**src/hdl/rist_pkg.sv**
```systemverilog
package rist_pkg;

    localparam int SLOTS      = 32;
    localparam int SLOT_BITS  = $clog2(SLOTS);
    localparam int INUM_BITS  = 15;
    localparam int COUNT_BITS = 8;

    localparam int MODE_BITS     = 2;
    localparam int IN_SLOT_BITS  = 5;
    localparam int STATUS_BITS   = 3;
    localparam int OUT_SLOT_BITS = 5;
    localparam int OUT_CNT_BITS  = 8;
    localparam int OUT_INUM_BITS = 15;

    localparam logic [MODE_BITS-1:0] MODE_GET   = 2'd0;
    localparam logic [MODE_BITS-1:0] MODE_PUT   = 2'd1;
    localparam logic [MODE_BITS-1:0] MODE_CLEAR = 2'd2;

    typedef enum logic [STATUS_BITS-1:0] {
        ST_HIT     = 3'd0,
        ST_MISS    = 3'd1,
        ST_NOFREE  = 3'd2,
        ST_PUT     = 3'd3,
        ST_PUTIGN  = 3'd4,
        ST_CLEARED = 3'd5,
        ST_FULL    = 3'd6
    } t_status;

    typedef enum logic [1:0] {
        S_IDLE,
        S_MATCH,
        S_EXEC
    } t_state;

    typedef struct packed {
        logic [MODE_BITS-1:0]    mode;
        logic [INUM_BITS-1:0]    inode_number;
        logic [IN_SLOT_BITS-1:0] slot_index;
    } t_in_item;

    typedef struct packed {
        logic [STATUS_BITS-1:0]   status;
        logic [OUT_SLOT_BITS-1:0] granted_slot;
        logic [OUT_CNT_BITS-1:0]  count_after;
        logic [OUT_INUM_BITS-1:0] slot_inode_number;
        logic                     load_needed;
        logic                     writeback_needed;
    } t_out_item;

    typedef struct packed {
        logic load_in;
        logic capture;
        logic execute;
    } t_dp_cmd;

    typedef struct packed {
        logic out_valid;
    } t_dp_status;

endpackage

```
**src/hdl/refcounted_inode_slot_table.sv**
```systemverilog
// channel   signals                              direction
// input     i_in_valid, o_in_stall, i_in_item    into the block
// output    o_out_valid, i_out_stall, o_out_item out of the block
//
// each item takes two steps: one to match the inode number against every
// slot and flag free slots, one to pick the lowest slot and update its count
// a new item is taken in the update cycle whenever the output register is free
// reset empties the table (all counts and inode numbers zero)
// a stalled output holds the block in its update cycle until the item leaves
module refcounted_inode_slot_table (
    input  logic                i_clk,
    input  logic                i_rst_n,
    input  logic                i_in_valid,
    output logic                o_in_stall,
    input  rist_pkg::t_in_item  i_in_item,
    output logic                o_out_valid,
    input  logic                i_out_stall,
    output rist_pkg::t_out_item o_out_item
);
    import rist_pkg::*;

    t_dp_cmd    cmd;
    t_dp_status sts;

    rist_ctrl u_ctrl (
        .i_clk       (i_clk),
        .i_rst_n     (i_rst_n),
        .i_in_valid  (i_in_valid),
        .i_out_stall (i_out_stall),
        .i_sts       (sts),
        .o_in_stall  (o_in_stall),
        .o_cmd       (cmd)
    );

    rist_datapath u_datapath (
        .i_clk       (i_clk),
        .i_rst_n     (i_rst_n),
        .i_cmd       (cmd),
        .i_in_item   (i_in_item),
        .i_out_stall (i_out_stall),
        .o_sts       (sts),
        .o_out_item  (o_out_item)
    );

    assign o_out_valid = sts.out_valid;

endmodule

```
**src/hdl/rist_ctrl.sv**
```systemverilog
module rist_ctrl (
    input  logic                i_clk,
    input  logic                i_rst_n,
    input  logic                i_in_valid,
    input  logic                i_out_stall,
    input  rist_pkg::t_dp_status i_sts,
    output logic                o_in_stall,
    output rist_pkg::t_dp_cmd   o_cmd
);
    import rist_pkg::*;

    t_state r_state;
    t_state n_state;
    logic   out_free;
    logic   take_in;

    assign out_free = !i_sts.out_valid || !i_out_stall;
    assign take_in  = (r_state == S_IDLE) || ((r_state == S_EXEC) && out_free);

    always_ff @(posedge i_clk) begin
        if (!i_rst_n) begin
            r_state <= S_IDLE;
        end else begin
            r_state <= n_state;
        end
    end

    always_comb begin
        n_state = r_state;
        unique case (r_state)
            S_IDLE: begin
                if (i_in_valid) n_state = S_MATCH;
            end
            S_MATCH: begin
                n_state = S_EXEC;
            end
            S_EXEC: begin
                if (out_free) n_state = i_in_valid ? S_MATCH : S_IDLE;
            end
            default: begin
                n_state = S_IDLE;
            end
        endcase
    end

    always_comb begin
        o_in_stall    = !take_in;
        o_cmd.load_in = take_in && i_in_valid;
        o_cmd.capture = (r_state == S_MATCH);
        o_cmd.execute = (r_state == S_EXEC) && out_free;
    end

endmodule

```
**src/hdl/rist_datapath.sv**
```systemverilog
module rist_datapath (
    input  logic                 i_clk,
    input  logic                 i_rst_n,
    input  rist_pkg::t_dp_cmd    i_cmd,
    input  rist_pkg::t_in_item   i_in_item,
    input  logic                 i_out_stall,
    output rist_pkg::t_dp_status o_sts,
    output rist_pkg::t_out_item  o_out_item
);
    import rist_pkg::*;

    localparam logic [COUNT_BITS-1:0] COUNT_MAX = {COUNT_BITS{1'b1}};

    logic [INUM_BITS-1:0]    r_inode [SLOTS];
    logic [COUNT_BITS-1:0]   r_refs  [SLOTS];

    logic [MODE_BITS-1:0]    r_mode;
    logic [INUM_BITS-1:0]    r_inum;
    logic [IN_SLOT_BITS-1:0] r_idx;

    logic [SLOTS-1:0]        r_hit_vec;
    logic [SLOTS-1:0]        r_free_vec;

    t_out_item               r_out;
    logic                    r_out_valid;
    t_out_item               n_out;

    logic                    hit_any;
    logic [SLOT_BITS-1:0]    hit_idx;
    logic                    free_any;
    logic [SLOT_BITS-1:0]    free_idx;

    logic                    put_in_range;
    logic [SLOT_BITS-1:0]    put_idx;
    logic [COUNT_BITS-1:0]   hit_cnt;
    logic [COUNT_BITS-1:0]   put_cnt;

    logic                    wr_refs_en;
    logic [SLOT_BITS-1:0]    wr_idx;
    logic [COUNT_BITS-1:0]   wr_refs;
    logic                    wr_inode_en;
    logic                    clear_all;

    always_ff @(posedge i_clk) begin
        if (i_cmd.load_in) begin
            r_mode <= i_in_item.mode;
            r_inum <= i_in_item.inode_number;
            r_idx  <= i_in_item.slot_index;
        end
    end

    // associative match and free flags over all slots
    always_ff @(posedge i_clk) begin
        if (i_cmd.capture) begin
            for (int i = 0; i < SLOTS; i++) begin
                r_hit_vec[i]  <= (r_refs[i] != '0) && (r_inode[i] == r_inum);
                r_free_vec[i] <= (r_refs[i] == '0);
            end
        end
    end

    // lowest set bit wins
    always_comb begin
        hit_any  = 1'b0;
        hit_idx  = '0;
        free_any = 1'b0;
        free_idx = '0;
        for (int i = SLOTS - 1; i >= 0; i--) begin
            if (r_hit_vec[i]) begin
                hit_any = 1'b1;
                hit_idx = SLOT_BITS'(i);
            end
            if (r_free_vec[i]) begin
                free_any = 1'b1;
                free_idx = SLOT_BITS'(i);
            end
        end
    end

    assign put_in_range = (int'(r_idx) < SLOTS);
    assign put_idx      = SLOT_BITS'(r_idx);
    assign hit_cnt      = r_refs[hit_idx];
    assign put_cnt      = r_refs[put_idx];

    always_comb begin
        n_out       = '0;
        wr_refs_en  = 1'b0;
        wr_idx      = '0;
        wr_refs     = '0;
        wr_inode_en = 1'b0;
        clear_all   = 1'b0;
        n_out.status = ST_PUTIGN;
        unique case (r_mode)
            MODE_GET: begin
                if (hit_any) begin
                    n_out.granted_slot      = OUT_SLOT_BITS'(hit_idx);
                    n_out.slot_inode_number = OUT_INUM_BITS'(r_inode[hit_idx]);
                    if (hit_cnt == COUNT_MAX) begin
                        n_out.status      = ST_FULL;
                        n_out.count_after = OUT_CNT_BITS'(hit_cnt);
                    end else begin
                        n_out.status      = ST_HIT;
                        n_out.count_after = OUT_CNT_BITS'(hit_cnt + 1'b1);
                        wr_refs_en        = 1'b1;
                        wr_idx            = hit_idx;
                        wr_refs           = hit_cnt + 1'b1;
                    end
                end else if (free_any) begin
                    n_out.status            = ST_MISS;
                    n_out.granted_slot      = OUT_SLOT_BITS'(free_idx);
                    n_out.count_after       = OUT_CNT_BITS'(1);
                    n_out.slot_inode_number = OUT_INUM_BITS'(r_inum);
                    n_out.load_needed       = 1'b1;
                    wr_refs_en              = 1'b1;
                    wr_inode_en             = 1'b1;
                    wr_idx                  = free_idx;
                    wr_refs                 = COUNT_BITS'(1);
                end else begin
                    n_out.status = ST_NOFREE;
                end
            end
            MODE_PUT: begin
                n_out.granted_slot = OUT_SLOT_BITS'(r_idx);
                if (!put_in_range) begin
                    n_out.status = ST_PUTIGN;
                end else if (put_cnt == '0) begin
                    n_out.status            = ST_PUTIGN;
                    n_out.slot_inode_number = OUT_INUM_BITS'(r_inode[put_idx]);
                end else begin
                    n_out.status            = ST_PUT;
                    n_out.count_after       = OUT_CNT_BITS'(put_cnt - 1'b1);
                    n_out.slot_inode_number = OUT_INUM_BITS'(r_inode[put_idx]);
                    n_out.writeback_needed  = 1'b1;
                    wr_refs_en              = 1'b1;
                    wr_idx                  = put_idx;
                    wr_refs                 = put_cnt - 1'b1;
                end
            end
            MODE_CLEAR: begin
                n_out.status = ST_CLEARED;
                clear_all    = 1'b1;
            end
            default: begin
                n_out.status = ST_PUTIGN;
            end
        endcase
    end

    always_ff @(posedge i_clk) begin
        if (!i_rst_n) begin
            for (int i = 0; i < SLOTS; i++) begin
                r_refs[i]  <= '0;
                r_inode[i] <= '0;
            end
        end else if (i_cmd.execute) begin
            if (clear_all) begin
                for (int i = 0; i < SLOTS; i++) begin
                    r_refs[i] <= '0;
                end
            end else begin
                if (wr_refs_en) r_refs[wr_idx] <= wr_refs;
                if (wr_inode_en) r_inode[wr_idx] <= r_inum;
            end
        end
    end

    always_ff @(posedge i_clk) begin
        if (!i_rst_n) begin
            r_out_valid <= 1'b0;
        end else if (i_cmd.execute) begin
            r_out_valid <= 1'b1;
        end else if (!i_out_stall) begin
            r_out_valid <= 1'b0;
        end
    end

    always_ff @(posedge i_clk) begin
        if (i_cmd.execute) begin
            r_out <= n_out;
        end
    end

    assign o_sts.out_valid = r_out_valid;
    assign o_out_item      = r_out;

endmodule
```
**config.mk**
```make
export PLATFORM = sky130hd
export DESIGN_NAME = refcounted_inode_slot_table
export DESIGN_NICKNAME = d
export VERILOG_FILES = /design/src/hdl/rist_pkg.sv /design/src/hdl/refcounted_inode_slot_table.sv /design/src/hdl/rist_ctrl.sv /design/src/hdl/rist_datapath.sv
export SDC_FILE = /design/constraint.sdc
export NUM_CORES = 2
export LEC_CHECK = 0
export BUFFER_PORTS_ARGS = -buffer_cell sky130_fd_sc_hd__buf_2
export CAP_MARGIN = 20
export CORE_UTILIZATION = 55
export CTS_CLUSTER_SIZE = 30
export DETAILED_ROUTE_END_ITERATION = 10
export PLACE_DENSITY_LB_ADDON = 0.1
export SLEW_MARGIN = 20
export SYNTH_ARGS = -nofsm -noshare
export SYNTH_HDL_FRONTEND = slang
export SYNTH_SLANG_ARGS = --single-unit
```
**constraint.sdc**
```tcl
create_clock -name i_clk -period 14.2 [get_ports i_clk]
set_clock_uncertainty 0.1 [all_clocks]
set_input_delay 1.42 -clock i_clk [delete_from_list [all_inputs] [get_ports i_clk]]
set_output_delay 1.42 -clock i_clk [all_outputs]
set_load 0.03 [all_outputs]
```
==> insert_results.sql <==
INSERT INTO impl_metrics (metric_group, metric, value, unit) VALUES
('synth', 'post_synth.cell_area_avg', '11.0', 'um2'),
('synth', 'yosys.cell_types.count', '95', ''),
('timing', 'post-route-period-util', '59.1', '%'),
('power_and_ir_drop', 'powerDensity', '114', 'nW/um2'),
('synth', 'synthesis.area', '52800', 'um2'),
('synth', 'synth-main-ff-cell', 'sky130_fd_sc_hd__edfxtp_1', ''),
('clocking', 'postCtsSetupBuffers', '0', ''),
('synth', 'ys_seq_area_share', '49.0', '%'),
('worst_setup_path', 'critical_path_class', 'reg -> reg', ''),
('die', 'floorplan.initialDensity', '55.5', '%'),
('clocking', 'tritoncts', 'built', ''),
('clocking', 'cts-root-buf', 'sky130_fd_sc_hd__clkbuf_16', ''),
('worst_setup_path', 'reg2reg_slack', '5.81', 'ns'),
('clocking', 'worst_setup_hold_path_clk_slew', '0.06', 'ns'),
('clocking', 'cts_sinks', '863', ''),
('global_routing', 'grt_most_used_layer', 'met2', ''),
('timing', 'setup_violations', '0', ''),
('layout', 'mostFrequentLayoutCell', 'sky130_fd_sc_hd__edfxtp_1', ''),
('routing', 'vias', '43702', ''),
('synth', 'largest_family_of_logic_cells_by_synthesized_area', 'simple AND/OR/NAND/NOR gates', ''),
('synth', 'synthMuxAreaShare', '11.4', '%'),
('layout', 'final_nets', '4641', ''),
('worst_setup_path', 'path_max_fanout', '64', ''),
('synth', 'synth_edf_count', '855', ''),
('worst_setup_path', 'critical_path.top_delay_family', 'buffers and inverters', ''),
('synth', 'async_flop_share', '0', '%'),
('timing', 'max-slew-margin-rel', '17.8', '%'),
('routing', 'mean_number_of_vias_per_cell', '7.34', ''),
('routing', 'detailedRoute.firstPassIterationCount', '9', ''),
('timing', 'grt_setup_unrepaired', 'no', ''),
('die', 'core_area', '95000', 'um2'),
('global_routing', 'overflow', '0', ''),
('clocking', 'cts-buffers-inserted', '94', ''),
('clocking', 'clk_latency', '0.70', 'ns'),
('clocking', 'ctsResizeCount', '0', ''),
('layout', 'finalInstanceArea', '57200', 'um2'),
('worst_hold_path', 'worstHoldPathType', 'reg -> reg', ''),
('placed_design', 'dpl-instance-area', '54100', 'um2'),
('placed_design', 'place.port_buffers', '60', ''),
('timing', 'finalWorstSetupSlack', '5.81', 'ns'),
('synth', 'synth_xor_area_share', '8.08', '%'),
('global_routing', 'gr-usage-met3', '13.9', '%'),
('worst_setup_path', 'crit_path_cell_trace', 'nor2b_1 -> o21bai_1 -> o2111ai_1 -> o221a_1 -> buf_4 -> nor2_4 -> buf_4 -> mux2i_1 -> mux2i_1 -> mux2_2 -> a211oi_2 -> inv_1 -> ha_1 -> or3b_1 -> o32ai_2 -> nand2_4 -> buf_4 -> buf_4 -> o21ai_1 -> buf_4', ''),
('layout', 'syn_to_final_growth', '8.36', '%'),
('worst_setup_path', 'critical_path.endpoint_type', 'flop', ''),
('worst_setup_path', 'most_frequent_cell_on_critical_path', 'sky130_fd_sc_hd__buf_4', ''),
('layout', 'drive_gt1_share', '16.5', '%'),
('worst_setup_path', 'crit_path_start_kind', 'flop', ''),
('synth', 'synth_cells', '4809', ''),
('die', 'fp.dieH', '312', 'um'),
('clocking', 'cts.hold.buffers_added', '0', ''),
('timing', 'tns', '0', 'ns'),
('synth', 'mappedNetlistNets', '4838', ''),
('clocking', 'max-clock-path-buffers', '3', ''),
('clocking', 'h_tree_levels', '3', ''),
('worst_setup_path', 'worst_path_max_delay_cell', 'sky130_fd_sc_hd__nor2_4', ''),
('power_and_ir_drop', 'power.leakage', '18.5', 'nW'),
('routing', 'drc', '0', ''),
('global_routing', 'grt.total_usage', '42.2', '%'),
('die', 'std_cell_rows', '113', ''),
('synth', 'synth_adder_area_share', '0.0711', '%'),
('timing', 'timing.final.hold_violations', '0', ''),
('worst_setup_path', 'cp_slowest_stage_delay', '0.80', 'ns'),
('timing', 'final_max_slew_viol_count', '0', ''),
('timing', 'peak_clock_frequency_supported_by_timing', '119', 'MHz'),
('worst_setup_path', 'required_time_of_the_critical_path', '14.56', 'ns'),
('routing', 'antenna_violating_nets_post_route', '0', ''),
('timing', 'fin_crit', '8.39', 'ns'),
('outcome', 'status', 'completed', ''),
('run', 'timing.max_cap.violations', '0', ''),
('placed_design', 'place_ws', '6.04', 'ns');
[Yosys cell counts, drive strengths merged, types with 4 or more instances]
cell | number | area, um2
edfxtp | 855 | 25700
nor3 | 725 | 4100
nand2 | 645 | 2420
clkbuf | 346 | 1300
xor2 | 259 | 2270
mux4 | 245 | 5520
nand3 | 237 | 1200
xnor2 | 228 | 2000
buf | 154 | 787
nor2 | 136 | 521
nor4 | 119 | 772
o21ai | 103 | 523
a311oi | 82 | 742
or4 | 81 | 612
a21oi | 80 | 404
and3 | 72 | 450
a31oi | 49 | 328
inv | 44 | 165
nand4 | 43 | 284
mux2i | 42 | 420
a211oi | 30 | 235
a22oi | 24 | 180
nor2b | 23 | 144
o211ai | 15 | 123
o31ai | 15 | 128
a21o | 9 | 67.6
mux2 | 9 | 101
a32oi | 8 | 70.1
dfxtp | 8 | 160
o22ai | 8 | 50.1
or3 | 7 | 43.8
a2111oi | 6 | 52.6
nand2b | 6 | 37.5
o2111ai | 6 | 52.6
a211o | 5 | 43.8
o21bai | 5 | 37.5
a21boi | 4 | 30.0
and2 | 4 | 25.0
and4 | 4 | 35.0
o21a | 4 | 30.0
o31a | 4 | 35.0
or2 | 4 | 25.0
[where the power goes]
part	switching [mW]	internal (mW)	total, mW
clock	1.07	1.42	2.49
combinational	0.690	0.336	1.03
sequential	0.119	2.89	3.01
total	1.88	4.65	6.53
[per-layer routing]
| layer | vias up | part of all wire, % | routed length, um |
|---|---|---|---|
| met3 | 610 | 16 | 32300 |
| li1 | 17824 | - | - |
| met2 | 3641 | 43 | 88400 |
| met5 | - | 0.039 | 81 |
| met1 | 21615 | 37 | 76600 |
| met4 | 12 | 5.0 | 10400 |
[path summary, 6_finish.rpt]
path | from | cells past startpoint | to
hold / removal | u_ctrl.r_state[0]$_SDFFE_PN0P_ | 1 | u_ctrl.r_state[1]$_SDFFE_PN0P_
setup / recovery | u_datapath.r_hit_vec[12]$_DFFE_PN_ | 20 | u_datapath.r_inode[12][11]$_SDFFCE_PN0P_
hold reg to reg | u_ctrl.r_state[0]$_SDFFE_PN0P_ | 1 | u_ctrl.r_state[1]$_SDFFE_PN0P_
setup reg to reg | u_datapath.r_hit_vec[12]$_DFFE_PN_ | 20 | u_datapath.r_inode[12][11]$_SDFFCE_PN0P_
[flip-flops by register name, indices dropped and copies added, names as in the netlist, named ones only]
name	flops
u_ctrl.r_state	2
u_datapath.r_mode	2
u_datapath.o_sts	1
u_datapath.r_inum	15
u_datapath.r_inode	480
u_datapath.put_idx	5
u_datapath.r_refs	256
u_datapath.r_hit_vec	32
u_datapath.r_free_vec	32
u_datapath.o_out_item	33
[through the flow]
step                utilization, %  instances
global placement              56.9       5779
finish                        60.2       5953
global route                  60.2       5949
CTS                           60.1       5947
detailed placement            56.9       5779
floorplan                        -       4809
[area by class of cell]
class	instances	area [um2]
fillers	7905	37800
clock buffers	110	2430
inverters	44	165
clock inverters	58	591
multi-input cells	3402	25000
repair buffers	207	1500
diodes	4	10.0
well taps	1265	1580
flip-flops and latches	863	25800
[worst register-to-register path, cell delays in order, from the launching register on]
cell	delay [ns]
sky130_fd_sc_hd__edfxtp_1	0.48
sky130_fd_sc_hd__nor2b_1	0.18
sky130_fd_sc_hd__o21bai_1	0.18
sky130_fd_sc_hd__o2111ai_1	0.18
sky130_fd_sc_hd__o221a_1	0.31
sky130_fd_sc_hd__buf_4	0.25
sky130_fd_sc_hd__nor2_4	0.81
sky130_fd_sc_hd__buf_4	0.68
sky130_fd_sc_hd__mux2i_1	0.31
sky130_fd_sc_hd__mux2i_1	0.09
sky130_fd_sc_hd__mux2_2	0.28
sky130_fd_sc_hd__a211oi_2	0.64
sky130_fd_sc_hd__inv_1	0.11
sky130_fd_sc_hd__ha_1	0.25
sky130_fd_sc_hd__or3b_1	0.66
sky130_fd_sc_hd__o32ai_2	0.25
sky130_fd_sc_hd__nand2_4	0.48
sky130_fd_sc_hd__buf_4	0.52
sky130_fd_sc_hd__buf_4	0.67
sky130_fd_sc_hd__o21ai_1	0.39
sky130_fd_sc_hd__buf_4	0.32
[cells by family after synthesis]
kind of cell,after synthesis
fa+ha+maj,3
buf+inv,544
compound gates,503
xor+xnor,487
simple gates,2113
flops,863
mux,296
No activity file was read; power rests on OpenSTA's default activity.
